File: src/hw/rtl/assert_macros.svh
// Assertion macros shared by the speed controller RTL.
`ifndef ASSERT_MACROS_SVH
`define ASSERT_MACROS_SVH

// Clocked assertion, inactive while reset is high.
`define ASSERT_CLK(label, clk, rst, prop, msg) \
   label: assert property (@(posedge clk) disable iff (rst) prop) else $error(msg);

// Clocked assertion that also holds during reset.
`define ASSERT_ALWAYS(label, clk, prop, msg) \
   label: assert property (@(posedge clk) prop) else $error(msg);

`endif

File: src/hw/rtl/dmpsc_pkg.sv
// Shared types and constants of the DC motor PWM speed controller.
package dmpsc_pkg;

   localparam int DutyBitsDefault  = 10;
   localparam int CountBitsDefault = 8;

   localparam int DutyCeil  = 999;
   localparam int DutyReset = 500;

   localparam int StepW     = 9;
   localparam int MaxW      = 10;
   localparam int BaseW     = 12;
   localparam int GateW     = 16;
   localparam int IntervalW = 4;
   localparam int PhaseW    = 12;

   localparam int CsrAddrW = 3;
   localparam int CsrDataW = 16;
   localparam int ReqDataW = 8;

   localparam logic [StepW-1:0]     StepReset     = StepW'(100);
   localparam logic [MaxW-1:0]      MaxReset      = MaxW'(960);
   localparam logic [BaseW-1:0]     BaseReset     = BaseW'(1001);
   localparam logic [GateW-1:0]     GateReset     = GateW'(46080);
   localparam logic [IntervalW-1:0] IntervalReset = IntervalW'(3);

   typedef enum logic [CsrAddrW-1:0] {
      CSR_DUTY_STEP,
      CSR_DUTY_MAX,
      CSR_PERIOD_BASE,
      CSR_GATE_TICKS,
      CSR_GATE_INTERVALS
   } csr_index_type;

   typedef struct packed {
      logic [StepW-1:0]     duty_step;
      logic [MaxW-1:0]      duty_max;
      logic [BaseW-1:0]     period_base;
      logic [GateW-1:0]     gate_ticks;
      logic [IntervalW-1:0] gate_intervals;
   } cfg_type;

   // Packed from the top bit down, so key_up lands in bit 0.
   typedef struct packed {
      logic enc_b_level;
      logic enc_edge;
      logic key_reverse;
      logic key_down;
      logic key_up;
   } req_type;

endpackage

File: src/hw/rtl/dmpsc_drive.sv
// Duty setting, direction pair and PWM phase generator.
`include "assert_macros.svh"

module dmpsc_drive
   import dmpsc_pkg::*;
#(
   parameter int DUTY_BITS = DutyBitsDefault
) (
   input  logic                 clock,
   input  logic                 reset,
   input  logic                 en,
   input  cfg_type              cfg,
   input  req_type              req,
   output logic                 pwm_level,
   output logic                 drive_a,
   output logic [DUTY_BITS-1:0] duty_now
);

   localparam int SumW = ((DUTY_BITS > MaxW) ? DUTY_BITS : MaxW) + 1;
   localparam int LenW = ((DUTY_BITS + 1) > PhaseW) ? (DUTY_BITS + 1) : PhaseW;
   localparam logic [SumW-1:0] DutyMaskW = SumW'((64'd1 << DUTY_BITS) - 64'd1);

   logic [DUTY_BITS-1:0] duty_ff, duty_in;
   logic                 phase_high_ff, phase_high_in;
   logic [PhaseW-1:0]    phase_cnt_ff, phase_cnt_in;
   logic                 dir_ff, dir_in;

   logic [SumW-1:0]   limit, max_w, step_w, sum, d_up, d_down, d_fin;
   logic [LenW-1:0]   len, duty_l, base_l;
   logic [PhaseW-1:0] cnt_next;

   always_comb begin
      max_w  = SumW'(cfg.duty_max);
      step_w = SumW'(cfg.duty_step);
      limit  = (max_w < SumW'(DutyCeil)) ? max_w : SumW'(DutyCeil);
      if (limit > DutyMaskW) begin
         limit = DutyMaskW;
      end

      sum  = SumW'(duty_ff) + step_w;
      d_up = req.key_up ? ((sum > limit) ? limit : sum) : SumW'(duty_ff);
      if (req.key_down) begin
         d_down = (d_up < step_w) ? '0 : d_up - step_w;
      end else begin
         d_down = d_up;
      end
      d_fin   = (d_down > limit) ? limit : d_down;
      duty_in = d_fin[DUTY_BITS-1:0];

      dir_in = dir_ff ^ req.key_reverse;

      duty_l = LenW'(duty_in);
      base_l = LenW'(cfg.period_base);
      if (phase_high_ff) begin
         len = duty_l + LenW'(1);
      end else begin
         len = (base_l > duty_l) ? base_l - duty_l : LenW'(1);
      end

      cnt_next = phase_cnt_ff + PhaseW'(1);
      if (LenW'(cnt_next) >= len) begin
         phase_high_in = ~phase_high_ff;
         phase_cnt_in  = '0;
      end else begin
         phase_high_in = phase_high_ff;
         phase_cnt_in  = cnt_next;
      end
   end

   always_ff @(posedge clock) begin
      if (reset) begin
         duty_ff       <= DUTY_BITS'(DutyReset);
         phase_high_ff <= 1'b0;
         phase_cnt_ff  <= '0;
         dir_ff        <= 1'b1;
      end else if (en) begin
         duty_ff       <= duty_in;
         phase_high_ff <= phase_high_in;
         phase_cnt_ff  <= phase_cnt_in;
         dir_ff        <= dir_in;
      end
   end

   assign pwm_level = phase_high_ff;
   assign drive_a   = dir_in;
   assign duty_now  = duty_in;

   `ASSERT_CLK(a_duty_in_range, clock, reset, SumW'(duty_ff) <= SumW'(DutyCeil),
      "duty setting above ceiling")
   `ASSERT_CLK(a_hold_when_idle, clock, reset,
      !en |=> $stable(duty_ff) && $stable(phase_cnt_ff) && $stable(dir_ff),
      "drive state moved without a request")
   `ASSERT_CLK(a_phase_restart, clock, reset,
      en && (phase_high_in != phase_high_ff) |=> phase_cnt_ff == '0,
      "phase switched without restarting its count")

endmodule

File: src/hw/rtl/dmpsc_speed.sv
// Encoder edge counter over a gated measurement window.
`include "assert_macros.svh"

module dmpsc_speed
   import dmpsc_pkg::*;
#(
   parameter int COUNT_BITS = CountBitsDefault
) (
   input  logic                  clock,
   input  logic                  reset,
   input  logic                  en,
   input  cfg_type               cfg,
   input  req_type               req,
   output logic [COUNT_BITS-1:0] speed_pulses,
   output logic                  reverse_seen,
   output logic                  window_toggle
);

   logic [COUNT_BITS-1:0] edge_cnt_ff, edge_cnt_in;
   logic [COUNT_BITS-1:0] latched_ff, latched_in;
   logic                  sign_ff, sign_in;
   logic [GateW-1:0]      gate_cnt_ff, gate_cnt_in;
   logic [IntervalW-1:0]  int_cnt_ff, int_cnt_in;
   logic                  blink_ff, blink_in;

   logic [GateW-1:0]      gate_len, gate_next;
   logic [IntervalW-1:0]  int_len, int_next;
   logic [COUNT_BITS-1:0] edge_acc;

   always_comb begin
      edge_acc = edge_cnt_ff;
      sign_in  = sign_ff;
      if (req.enc_edge) begin
         if (edge_cnt_ff != '1) begin
            edge_acc = edge_cnt_ff + COUNT_BITS'(1);
         end
         sign_in = ~req.enc_b_level;
      end

      gate_len = (cfg.gate_ticks == '0) ? GateW'(1) : cfg.gate_ticks;
      int_len  = (cfg.gate_intervals == '0) ? IntervalW'(1) : cfg.gate_intervals;

      gate_next   = gate_cnt_ff + GateW'(1);
      int_next    = int_cnt_ff + IntervalW'(1);
      gate_cnt_in = gate_next;
      int_cnt_in  = int_cnt_ff;
      edge_cnt_in = edge_acc;
      latched_in  = latched_ff;
      blink_in    = blink_ff;
      if (gate_next >= gate_len) begin
         gate_cnt_in = '0;
         int_cnt_in  = int_next;
         if (int_next >= int_len) begin
            int_cnt_in  = '0;
            latched_in  = edge_acc;
            edge_cnt_in = '0;
            blink_in    = ~blink_ff;
         end
      end
   end

   always_ff @(posedge clock) begin
      if (reset) begin
         edge_cnt_ff <= '0;
         latched_ff  <= '0;
         sign_ff     <= 1'b0;
         gate_cnt_ff <= '0;
         int_cnt_ff  <= '0;
         blink_ff    <= 1'b0;
      end else if (en) begin
         edge_cnt_ff <= edge_cnt_in;
         latched_ff  <= latched_in;
         sign_ff     <= sign_in;
         gate_cnt_ff <= gate_cnt_in;
         int_cnt_ff  <= int_cnt_in;
         blink_ff    <= blink_in;
      end
   end

   assign speed_pulses  = latched_in;
   assign reverse_seen  = sign_in;
   assign window_toggle = blink_in;

   `ASSERT_CLK(a_latch_on_gate_end, clock, reset,
      (blink_ff != $past(blink_ff)) |-> gate_cnt_ff == '0 && int_cnt_ff == '0,
      "window latched away from a gate boundary")
   `ASSERT_CLK(a_latch_clears_count, clock, reset,
      (latched_ff != $past(latched_ff)) |-> edge_cnt_ff == '0,
      "edge count not cleared on latch")
   `ASSERT_CLK(a_speed_idle_hold, clock, reset,
      !en |=> $stable(gate_cnt_ff) && $stable(edge_cnt_ff),
      "speed state moved without a request")

endmodule

File: src/hw/rtl/dc_motor_pwm_speed_controller.sv
// Top level of the DC motor PWM speed controller.
//
// One request is one timer tick: key presses (up, down, reverse), an
// encoder A falling-edge flag and the encoder B level, in req_tdata.
// Each request yields exactly one response on rsp_: PWM level, the
// direction pair, the duty setting, the last window's encoder count,
// the rotation sign and a toggle that flips on every latched window.
// Registers are written on csr_; the user must write them only while no
// request is in flight, which the block does not enforce. A taken request
// sits in the input register while the duty/PWM and speed logic works on
// it; its response is registered and held on rsp_ until it is taken.
// Throughput: one request per cycle, set by the two-entry register
// pipeline; req_tready stays high while rsp_tready is high.
// When rsp_tready is low the response holds, the input register fills,
// then req_tready drops until the response is taken.
// Reset (synchronous, active high) loads the register defaults, duty 500,
// forward direction, low PWM phase and cleared counters, and empties the
// pipeline; nothing is pending after reset.
module dc_motor_pwm_speed_controller
   import dmpsc_pkg::*;
#(
   parameter int DUTY_BITS  = DutyBitsDefault,
   parameter int COUNT_BITS = CountBitsDefault,
   localparam int RspFieldW = 5 + DUTY_BITS + COUNT_BITS,
   localparam int RspDataW  = ((RspFieldW + 7) / 8) * 8
) (
   input  logic                clock,
   input  logic                reset,
   // key_up, key_down, key_reverse, enc_edge, enc_b_level
   input  logic [ReqDataW-1:0] req_tdata,
   input  logic                req_tvalid,
   output logic                req_tready,
   // pwm_level, drive_a, drive_b, duty_now, speed_pulses, reverse_seen,
   // window_toggle
   output logic [RspDataW-1:0] rsp_tdata,
   output logic                rsp_tvalid,
   input  logic                rsp_tready,
   input  logic                csr_wr_en,
   input  logic [CsrAddrW-1:0] csr_addr,
   input  logic [CsrDataW-1:0] csr_wr_data
);

   cfg_type cfg_ff;

   logic    in_valid_ff;
   req_type in_data_ff;
   logic    rsp_valid_ff;
   logic [RspDataW-1:0] rsp_data_ff, rsp_data_in;
   logic    advance;

   logic                  pwm_level, drive_a;
   logic [DUTY_BITS-1:0]  duty_now;
   logic [COUNT_BITS-1:0] speed_pulses;
   logic                  reverse_seen, window_toggle;

   always_ff @(posedge clock) begin
      if (reset) begin
         cfg_ff.duty_step      <= StepReset;
         cfg_ff.duty_max       <= MaxReset;
         cfg_ff.period_base    <= BaseReset;
         cfg_ff.gate_ticks     <= GateReset;
         cfg_ff.gate_intervals <= IntervalReset;
      end else if (csr_wr_en) begin
         case (csr_index_type'(csr_addr))
            CSR_DUTY_STEP:      cfg_ff.duty_step      <= csr_wr_data[StepW-1:0];
            CSR_DUTY_MAX:       cfg_ff.duty_max       <= csr_wr_data[MaxW-1:0];
            CSR_PERIOD_BASE:    cfg_ff.period_base    <= csr_wr_data[BaseW-1:0];
            CSR_GATE_TICKS:     cfg_ff.gate_ticks     <= csr_wr_data[GateW-1:0];
            CSR_GATE_INTERVALS: cfg_ff.gate_intervals <= csr_wr_data[IntervalW-1:0];
            default: begin
            end
         endcase
      end
   end

   assign advance    = in_valid_ff && (!rsp_valid_ff || rsp_tready);
   assign req_tready = !in_valid_ff || advance;

   always_ff @(posedge clock) begin
      if (reset) begin
         in_valid_ff <= 1'b0;
      end else if (req_tready) begin
         in_valid_ff <= req_tvalid;
      end
   end

   always_ff @(posedge clock) begin
      if (req_tready && req_tvalid) begin
         in_data_ff <= req_type'(req_tdata[$bits(req_type)-1:0]);
      end
   end

   dmpsc_drive #(
      .DUTY_BITS(DUTY_BITS)
   ) u_drive (
      .clock    (clock),
      .reset    (reset),
      .en       (advance),
      .cfg      (cfg_ff),
      .req      (in_data_ff),
      .pwm_level(pwm_level),
      .drive_a  (drive_a),
      .duty_now (duty_now)
   );

   dmpsc_speed #(
      .COUNT_BITS(COUNT_BITS)
   ) u_speed (
      .clock        (clock),
      .reset        (reset),
      .en           (advance),
      .cfg          (cfg_ff),
      .req          (in_data_ff),
      .speed_pulses (speed_pulses),
      .reverse_seen (reverse_seen),
      .window_toggle(window_toggle)
   );

   assign rsp_data_in = RspDataW'({window_toggle, reverse_seen, speed_pulses, duty_now,
                                   ~drive_a, drive_a, pwm_level});

   always_ff @(posedge clock) begin
      if (reset) begin
         rsp_valid_ff <= 1'b0;
      end else if (advance) begin
         rsp_valid_ff <= 1'b1;
      end else if (rsp_tready) begin
         rsp_valid_ff <= 1'b0;
      end
   end

   always_ff @(posedge clock) begin
      if (advance) begin
         rsp_data_ff <= rsp_data_in;
      end
   end

   assign rsp_tvalid = rsp_valid_ff;
   assign rsp_tdata  = rsp_data_ff;

   `ASSERT_CLK(a_ready_when_empty, clock, reset, !rsp_valid_ff |-> req_tready,
      "request stalled with an empty response register")
   `ASSERT_CLK(a_advance_fills, clock, reset, advance |=> rsp_valid_ff,
      "advanced request produced no response")
   `ASSERT_CLK(a_no_drop, clock, reset, in_valid_ff && !advance |=> in_valid_ff,
      "held request dropped")

endmodule
File: config.mk
export PLATFORM = sky130hd
export DESIGN_NAME = dc_motor_pwm_speed_controller
export DESIGN_NICKNAME = d
export VERILOG_FILES = /design/src/hw/rtl/dmpsc_pkg.sv /design/src/hw/rtl/dmpsc_drive.sv /design/src/hw/rtl/dmpsc_speed.sv /design/src/hw/rtl/dc_motor_pwm_speed_controller.sv
export VERILOG_INCLUDE_DIRS = /design/src /design/src/hw/rtl
export SDC_FILE = /design/constraint.sdc
export NUM_CORES = 1
export LEC_CHECK = 0
export ABC_CLOCK_PERIOD_IN_PS = 18570
export BUFFER_PORTS_ARGS = -buffer_cell sky130_fd_sc_hd__buf_2
export CORE_ASPECT_RATIO = 0.9
export CORE_MARGIN = 3
export CORE_UTILIZATION = 40
export CTS_BUF_LIST = sky130_fd_sc_hd__clkbuf_8
export DETAILED_ROUTE_END_ITERATION = 16
export SLEW_MARGIN = 20
export SYNTH_ARGS = -nofsm -noshare
export SYNTH_HDL_FRONTEND = slang
export SYNTH_SLANG_ARGS = --single-unit
export TNS_END_PERCENT = 30
File: constraint.sdc
create_clock -name clock -period 18.57 [get_ports clock]
set_input_delay 3.714 -clock clock [delete_from_list [all_inputs] [get_ports clock]]
set_output_delay 3.714 -clock clock [all_outputs]
set_load 0.01 [all_outputs]
# Word level (Yosys, flattened, before mapping)

Index checks and enable logic that the tools add are counted.

Output and inout port bits: 26
Latch bits: 0
Flip-flop bits (word level): 143
Memory bits (read-only): 0
Bits in writable memories: 0
Word-level logic and storage cells: 92
Bits of input ports: 32
Memories kept: 0

Multipliers: 0
Equal/unequal tests: 5
Bitwise logic cells: 5
Mux-type cells: 25
Reductions and logical operators: 17
$add $sub $neg: 8
Shift-type cells: 0
Order comparisons: 9
Divide/modulo/power cells: 0

Operator list:

| cell                                                 | count |
|---|---|
| two-way mux 8 bit                                    | 6 |
| two-way mux 11 bit                                   | 4 |
| two-way mux 12 bit                                   | 3 |
| two-way mux 16 bit                                   | 2 |
| two-way mux 10 bit                                   | 3 |
| > comparator 11 x 10 -> 1 bit                        | 2 |
| adder 16 x 1 -> 16 bit, second input constant        | 1 |
| >= comparator 16 bit                                 | 1 |
| zero test 16 bit                                     | 1 |
| AND reduction 2 bit                                  | 7 |
| adder 12 x 1 -> 12 bit, second input constant        | 1 |
| >= comparator 12 bit                                 | 1 |
| > comparator 12 x 10 -> 1 bit                        | 1 |
| subtractor 12 x 10 -> 12 bit                         | 1 |
| adder 10 x 1 -> 11 bit, second input constant        | 1 |
| adder 10 x 9 -> 11 bit                               | 1 |
| > comparator 11 x 10 -> 1 bit, second input constant | 1 |
| < comparator 11 x 9 -> 1 bit                         | 1 |
| subtractor 11 x 9 -> 11 bit                          | 1 |
| < comparator 10 bit, second input constant           | 1 |
| adder 8 x 1 -> 8 bit, second input constant          | 1 |
| two-way mux 4 bit                                    | 2 |
| inequality test 8 bit, second input constant         | 1 |
| equality test 3 x 2 -> 1 bit, second input constant  | 2 |
| other kinds (13)                                     | 23 |

# Logic depth before layout (Yosys ltp)

Word-level depth: 17
Depth in mapped cells: 66
Mapped depth without buffers: 62

# Cells and area by module

From an unflattened synthesis, not the netlist that was laid out.

Cell total of the unflattened synthesis: 1150
Area total of the unflattened synthesis: 10126.0 sq um

Modules (own cells, without submodules):

| module                        | times used | cells each | seq. area each (sq um) | area each (sq um) |
|---|---|---|---|---|
| dmpsc_drive                   | 1          | 556        | 480.5                  | 4225.3 |
| dc_motor_pwm_speed_controller | 1          | 241        | 1901.8                 | 3015.4 |
| dmpsc_speed                   | 1          | 353        | 760.7                  | 2885.3 |

# Worst setup path after synthesis

OpenSTA, ideal clock, no wires.

Path type: register to register
Start point: register cfg_ff[42] (netlist bit)
End point: register u_drive.phase_cnt_ff[0]
Buffers on the path: 4
Period minus slack after synthesis: 12927 ps
Required time: 18511 ps
Setup slack: 5643 ps
Stages on the path, launching flop included: 67
Setup time: 59 ps
Arrival: 12868 ps
Cells stage by stage: dfxtp_1 -> ha_1 -> fa_1 -> a211oi_4 -> nor3_4 -> o21a_1 -> nor2_1 -> xnor2_1 -> ha_1 -> nand4_1 -> or3_1 -> nor4_1 -> o32ai_2 -> a211oi_1 -> a21oi_1 -> mux2_2 -> ha_1 -> nor2b_1 -> [31 not listed] -> nor2_1 -> o31a_1 -> clkbuf_1 -> a22oi_1 -> ha_1 -> nand2b_1 -> a21o_1 -> a21o_1 -> a21o_1 -> a21o_1 -> a21o_1 -> a21o_1 -> a21o_1 -> a211o_1 -> a21o_1 -> a211oi_1 -> clkbuf_1 -> mux2_2

Cells in the longest elaborated chain, start to end: 14
Elaborated cells between the ends (all ways): 17
Classes of those cells: add/sub (4); order compare (5); mux (8)

Ends and longest elaborated chain:

| what                                                                          | RTL line                            | RTL |
|---|---|---|
| from (decl)                                                                   | dc_motor_pwm_speed_controller.sv:43 | `cfg_type cfg_ff;` |
| adder 10 x 9 -> 11 bit                                                        | dmpsc_drive.sv:40                   | `sum = SumW'(duty_ff) + step_w;` |
| > comparator 11 x 10 -> 1 bit                                                 | dmpsc_drive.sv:41                   | `d_up = req.key_up ? ((sum > limit) ? limit : sum) : SumW'(duty_ff);` |
| two-way mux 11 bit (2 in series)                                              | dmpsc_drive.sv:41                   |  |
| subtractor 11 x 9 -> 11 bit or < comparator 11 x 9 -> 1 bit (tied branches)   | dmpsc_drive.sv:43                   | `d_down = (d_up < step_w) ? '0 : d_up - step_w;` |
| two-way mux 11 bit                                                            | dmpsc_drive.sv:43                   |  |
| two-way mux 11 bit (*)                                                        | dmpsc_drive.sv:42                   | `if (req.key_down) begin` |
| > comparator 11 x 10 -> 1 bit                                                 | dmpsc_drive.sv:47                   | `d_fin = (d_down > limit) ? limit : d_down;` |
| two-way mux 10 bit (*)                                                        | dmpsc_drive.sv:47                   |  |
| via duty_now[0]                                                               | dc_motor_pwm_speed_controller.sv:52 | `logic [DUTY_BITS-1:0] duty_now;` |
| subtractor 12 x 10 -> 12 bit or > comparator 12 x 10 -> 1 bit (tied branches) | dmpsc_drive.sv:57                   | `len = (base_l > duty_l) ? base_l - duty_l : LenW'(1);` |
| two-way mux 12 bit                                                            | dmpsc_drive.sv:57                   |  |
| two-way mux 12 bit (*)                                                        | dmpsc_drive.sv:54                   | `if (phase_high_ff) begin` |
| >= comparator 12 bit (*)                                                      | dmpsc_drive.sv:61                   | `if (LenW'(cnt_next) >= len) begin` |
| two-way mux 12 bit (*)                                                        | dmpsc_drive.sv:61                   |  |
| to (signal assigned)                                                          | dmpsc_drive.sv:79                   | `phase_cnt_ff <= phase_cnt_in;` |
| to (decl)                                                                     | dmpsc_drive.sv:25                   | `logic [PhaseW-1:0] phase_cnt_ff, phase_cnt_in;` |

Mark *: on every way through the listed nets, which the timed path passes. The rest lies on a longest branch.
A chain may end at the register's enable or synchronous reset.

# Worst setup path in the final report

Start point: register cfg_ff[42] (netlist bit)
End point: register u_drive.phase_cnt_ff[2]

Same word-level chain as after synthesis.

==> impl_results.md <==
* Routed len/inst at between 15 and 20 um
* First-pass GRT wire length at a little over 40000 um
* Power density over cell area at ~90 nW/um2
* Asr flop ratio synth at 0%
* Rel. slew slack at 28.7%
* Sink Count at ~140
* Total power at between 0.9 and 1 mW
* Via count at 8518
* Placed Instance Area at between 10000 and 15000 um2
* Post-synth EDFFs at 28
* Final setup viols at 0
* Vias in the first global route at about 7700
* Worst reg2reg setup slack at ~3.5 ns
* F_max at roughly 0.066 GHz
* IO Port Bufs at between 50 and 60
* CTS-repair resized insts at 0
* Worst path slowest cell: a31oi_1
* WP data required at approximately 19 ns
* Yosys Warn Count at 0
* Maximum VDD drop at about 0.042 mV
* Core Box Area at ~24000 um2
* Max Slew Vio Count at 0
* Fin crit period at 15.10 ns
* Synth top area cells: dfxtp_1, ha_1, edfxtp_1, nand2_1, a21oi_1
* CTS tree: yes
* Starting DRT DRC Count at 655
* Area leader, netlist: dfxtp_1
* Total GRT Usage at a little under 20%
* Worst path max stage delay at ~0.61 ns
* Setup WS pre-CTS at 3.82 ns
* Number of synthesized register bits at about 140
* DR pass1 iterations at 8
* Critical path class: flip-flop to flip-flop
* Worst Clk Skew at 0.0160 ns
* Placed Cells at ~1500
* Mapped Nets at between 1000 and 1500
* Synth-to-layout area growth at 8.58%
* Via density at 5.64
* Hold Crit Class: flip-flop to flip-flop
* # IOs at 58
* Post-route insts no fill at 1511
* Sequential fraction of the synthesis area at around a third
* Final WL at between 20000 and 30000 um
* Mapped Area at 9750 um2
* Critical path peak fanout at 18
* Setup bufs post-CTS at 0
* Final core utilization at 44.7%
* Die Area at 26300 um2
* Post-synth top cells: nand2_1, dfxtp_1, a21oi_1
* Worst Setup End Kind: flip-flop
* Worst-Skew Late Latency at between 0.4 and 0.5 ns
* Top-count cell post-synth: nand2_1
* Leak at between 4 and 5 nW
* Final worst path period share at 81.3%
* Initial antenna violation count at 2
* Clk slew on worst S/H paths at roughly 0.090 ns
* Setup TNS at 0 ns
* Largest net degree at the start of global routing at 66
* CP Launch Type: flip-flop
* Post-DP HPWL at approximately 19000 um
* Die span in x at approximately 170 um
* Critical Path Most Common Cell: a21o_1
* Final GP Congestion at between 0.8 and 0.9
* Remaining global-route overflow at 0
* Die Ht at 154 um
* Maximum buffer depth of the clock tree at 2
* Synth cell types at 77
* Final nets at 1314
* Final hold viol count at 0
* Layout cells sized above 1 at around a tenth
* Top FF cell, synth: dfxtp_1
* Worst hold slack at ~0.47 ns
* Status: complete, no violations
* Cell area after layout at 10600 um2
* Starting Density at between 40% and 50%
* Yosys top cell area share at around a quarter
* Worst path arrival time at 15.49 ns
* Hold_buf cts at 0
* Fin worst setup slack at around 3.5 ns
* # rows at 53
* RSZ-0062 raised after global routing: no
* Remaining DRCs at 0
* Level count of the clock H-tree at 4
* Post-Syn Instances at 1173
* Slew @ Worst Pin at between 1 and 1.5 ns
* Number of max-cap violations at 0
* Number of buffers created by CTS at 17
* Syn Area/Cell at 8.31 um2
* Final ANT Viol Nets at 0
* Cell chosen for the clock root: clkbuf_8
* Antenna Cells at 0
[flip-flops by register name, indices dropped and copies added, names as in the netlist, 5 cells and up]
name	count
u_drive.phase_cnt_ff	12
u_speed.gate_cnt_ff	16
cfg_ff	51
u_speed.latched_ff	8
rsp_tdata	23
u_speed.edge_cnt_ff	8
in_data_ff	5
u_drive.duty_ff	10
[worst paths after layout]
kind,start,to,depth (start not counted)
worst max-delay path,cfg_ff[42],u_drive.phase_cnt_ff[2],62
worst min-delay path,u_speed.sign_ff,u_speed.sign_ff,2
worst max register to register,cfg_ff[42],u_drive.phase_cnt_ff[2],62
worst min register to register,u_speed.sign_ff,u_speed.sign_ff,2
[placed cells by master, fill, tap and decap left out, types with 6 or more instances in the layout]
cell type,count
a211oi_1,22
xor2_1,24
a31oi_1,12
nand3b_1,6
nor3_1,21
o21a_1,13
and3_1,13
buf_2,52
o21bai_1,8
nor2b_1,12
a21o_1,25
or3_1,8
edfxtp_1,28
and2_1,8
a22oi_1,6
mux2i_1,30
o211ai_1,11
nand2b_1,13
inv_1,71
or2_2,6
nand3_1,52
nand2_1,135
a21oi_1,94
nor4_1,6
dfxtp_1,115
clkbuf_8,18
xnor2_1,33
buf_4,8
a22o_1,8
nand4_1,13
a211o_1,16
ha_1,83
o21ai_0,46
a311oi_1,7
a221oi_1,6
nor2_1,91
[worst max-delay path: cells and delay by family (launching register included)]
kind                     cells  cell delay, ns
flip-flops                   1            0.40
XOR/XNOR                     1            0.12
AO/OA/AOI/OAI               34            8.16
adder cells (fa/ha/maj)      7            2.35
multiplexers                 1            0.31
buffers and inverters        3            0.51
AND/OR/NAND/NOR             16            3.15
[cell type report]
class / count / area (um2)
fill: 2332 / 13100
multi-input combinational: 902 / 6110
sequential: 143 / 3140
tap: 302 / 378
timing repair buffer: 60 / 320
inverter: 72 / 270
clock buffer: 18 / 248
clock inverter: 14 / 115
[metal layers]
| metal | GRT usage, % | vias to the layer above | part of all wire, % | wire, um |
|---|---|---|---|---|
| li1 | - | 4299 | - | - |
| met1 | 28.3 | 4018 | 50 | 12800 |
| met2 | 30.1 | 168 | 45 | 11500 |
| met3 | 3.19 | 29 | 4.1 | 1060 |
| met4 | 4.33 | 4 | 1.2 | 301 |
| met5 | 0 | - | 0.082 | 21 |
[report_power, final]
part | switching, mW | internal (mW)
Combinational | 0.225 | 0.154
Clock | 0.127 | 0.110
Sequential | 0.0111 | 0.331
Total | 0.364 | 0.595
[kinds of logic after synthesis]
group | share of synthesized area, %
AOI/OAI and AO/OA | 23.2
xor gates and xnor gates | 5.35
adders and majority gates | 11.3
buffers and inverters | 5.14
DFF | 32.2
muxes | 3.66
other | 0.0385
and+or+nand+nor | 19.1
No activity file was read; power rests on OpenSTA's default activity.
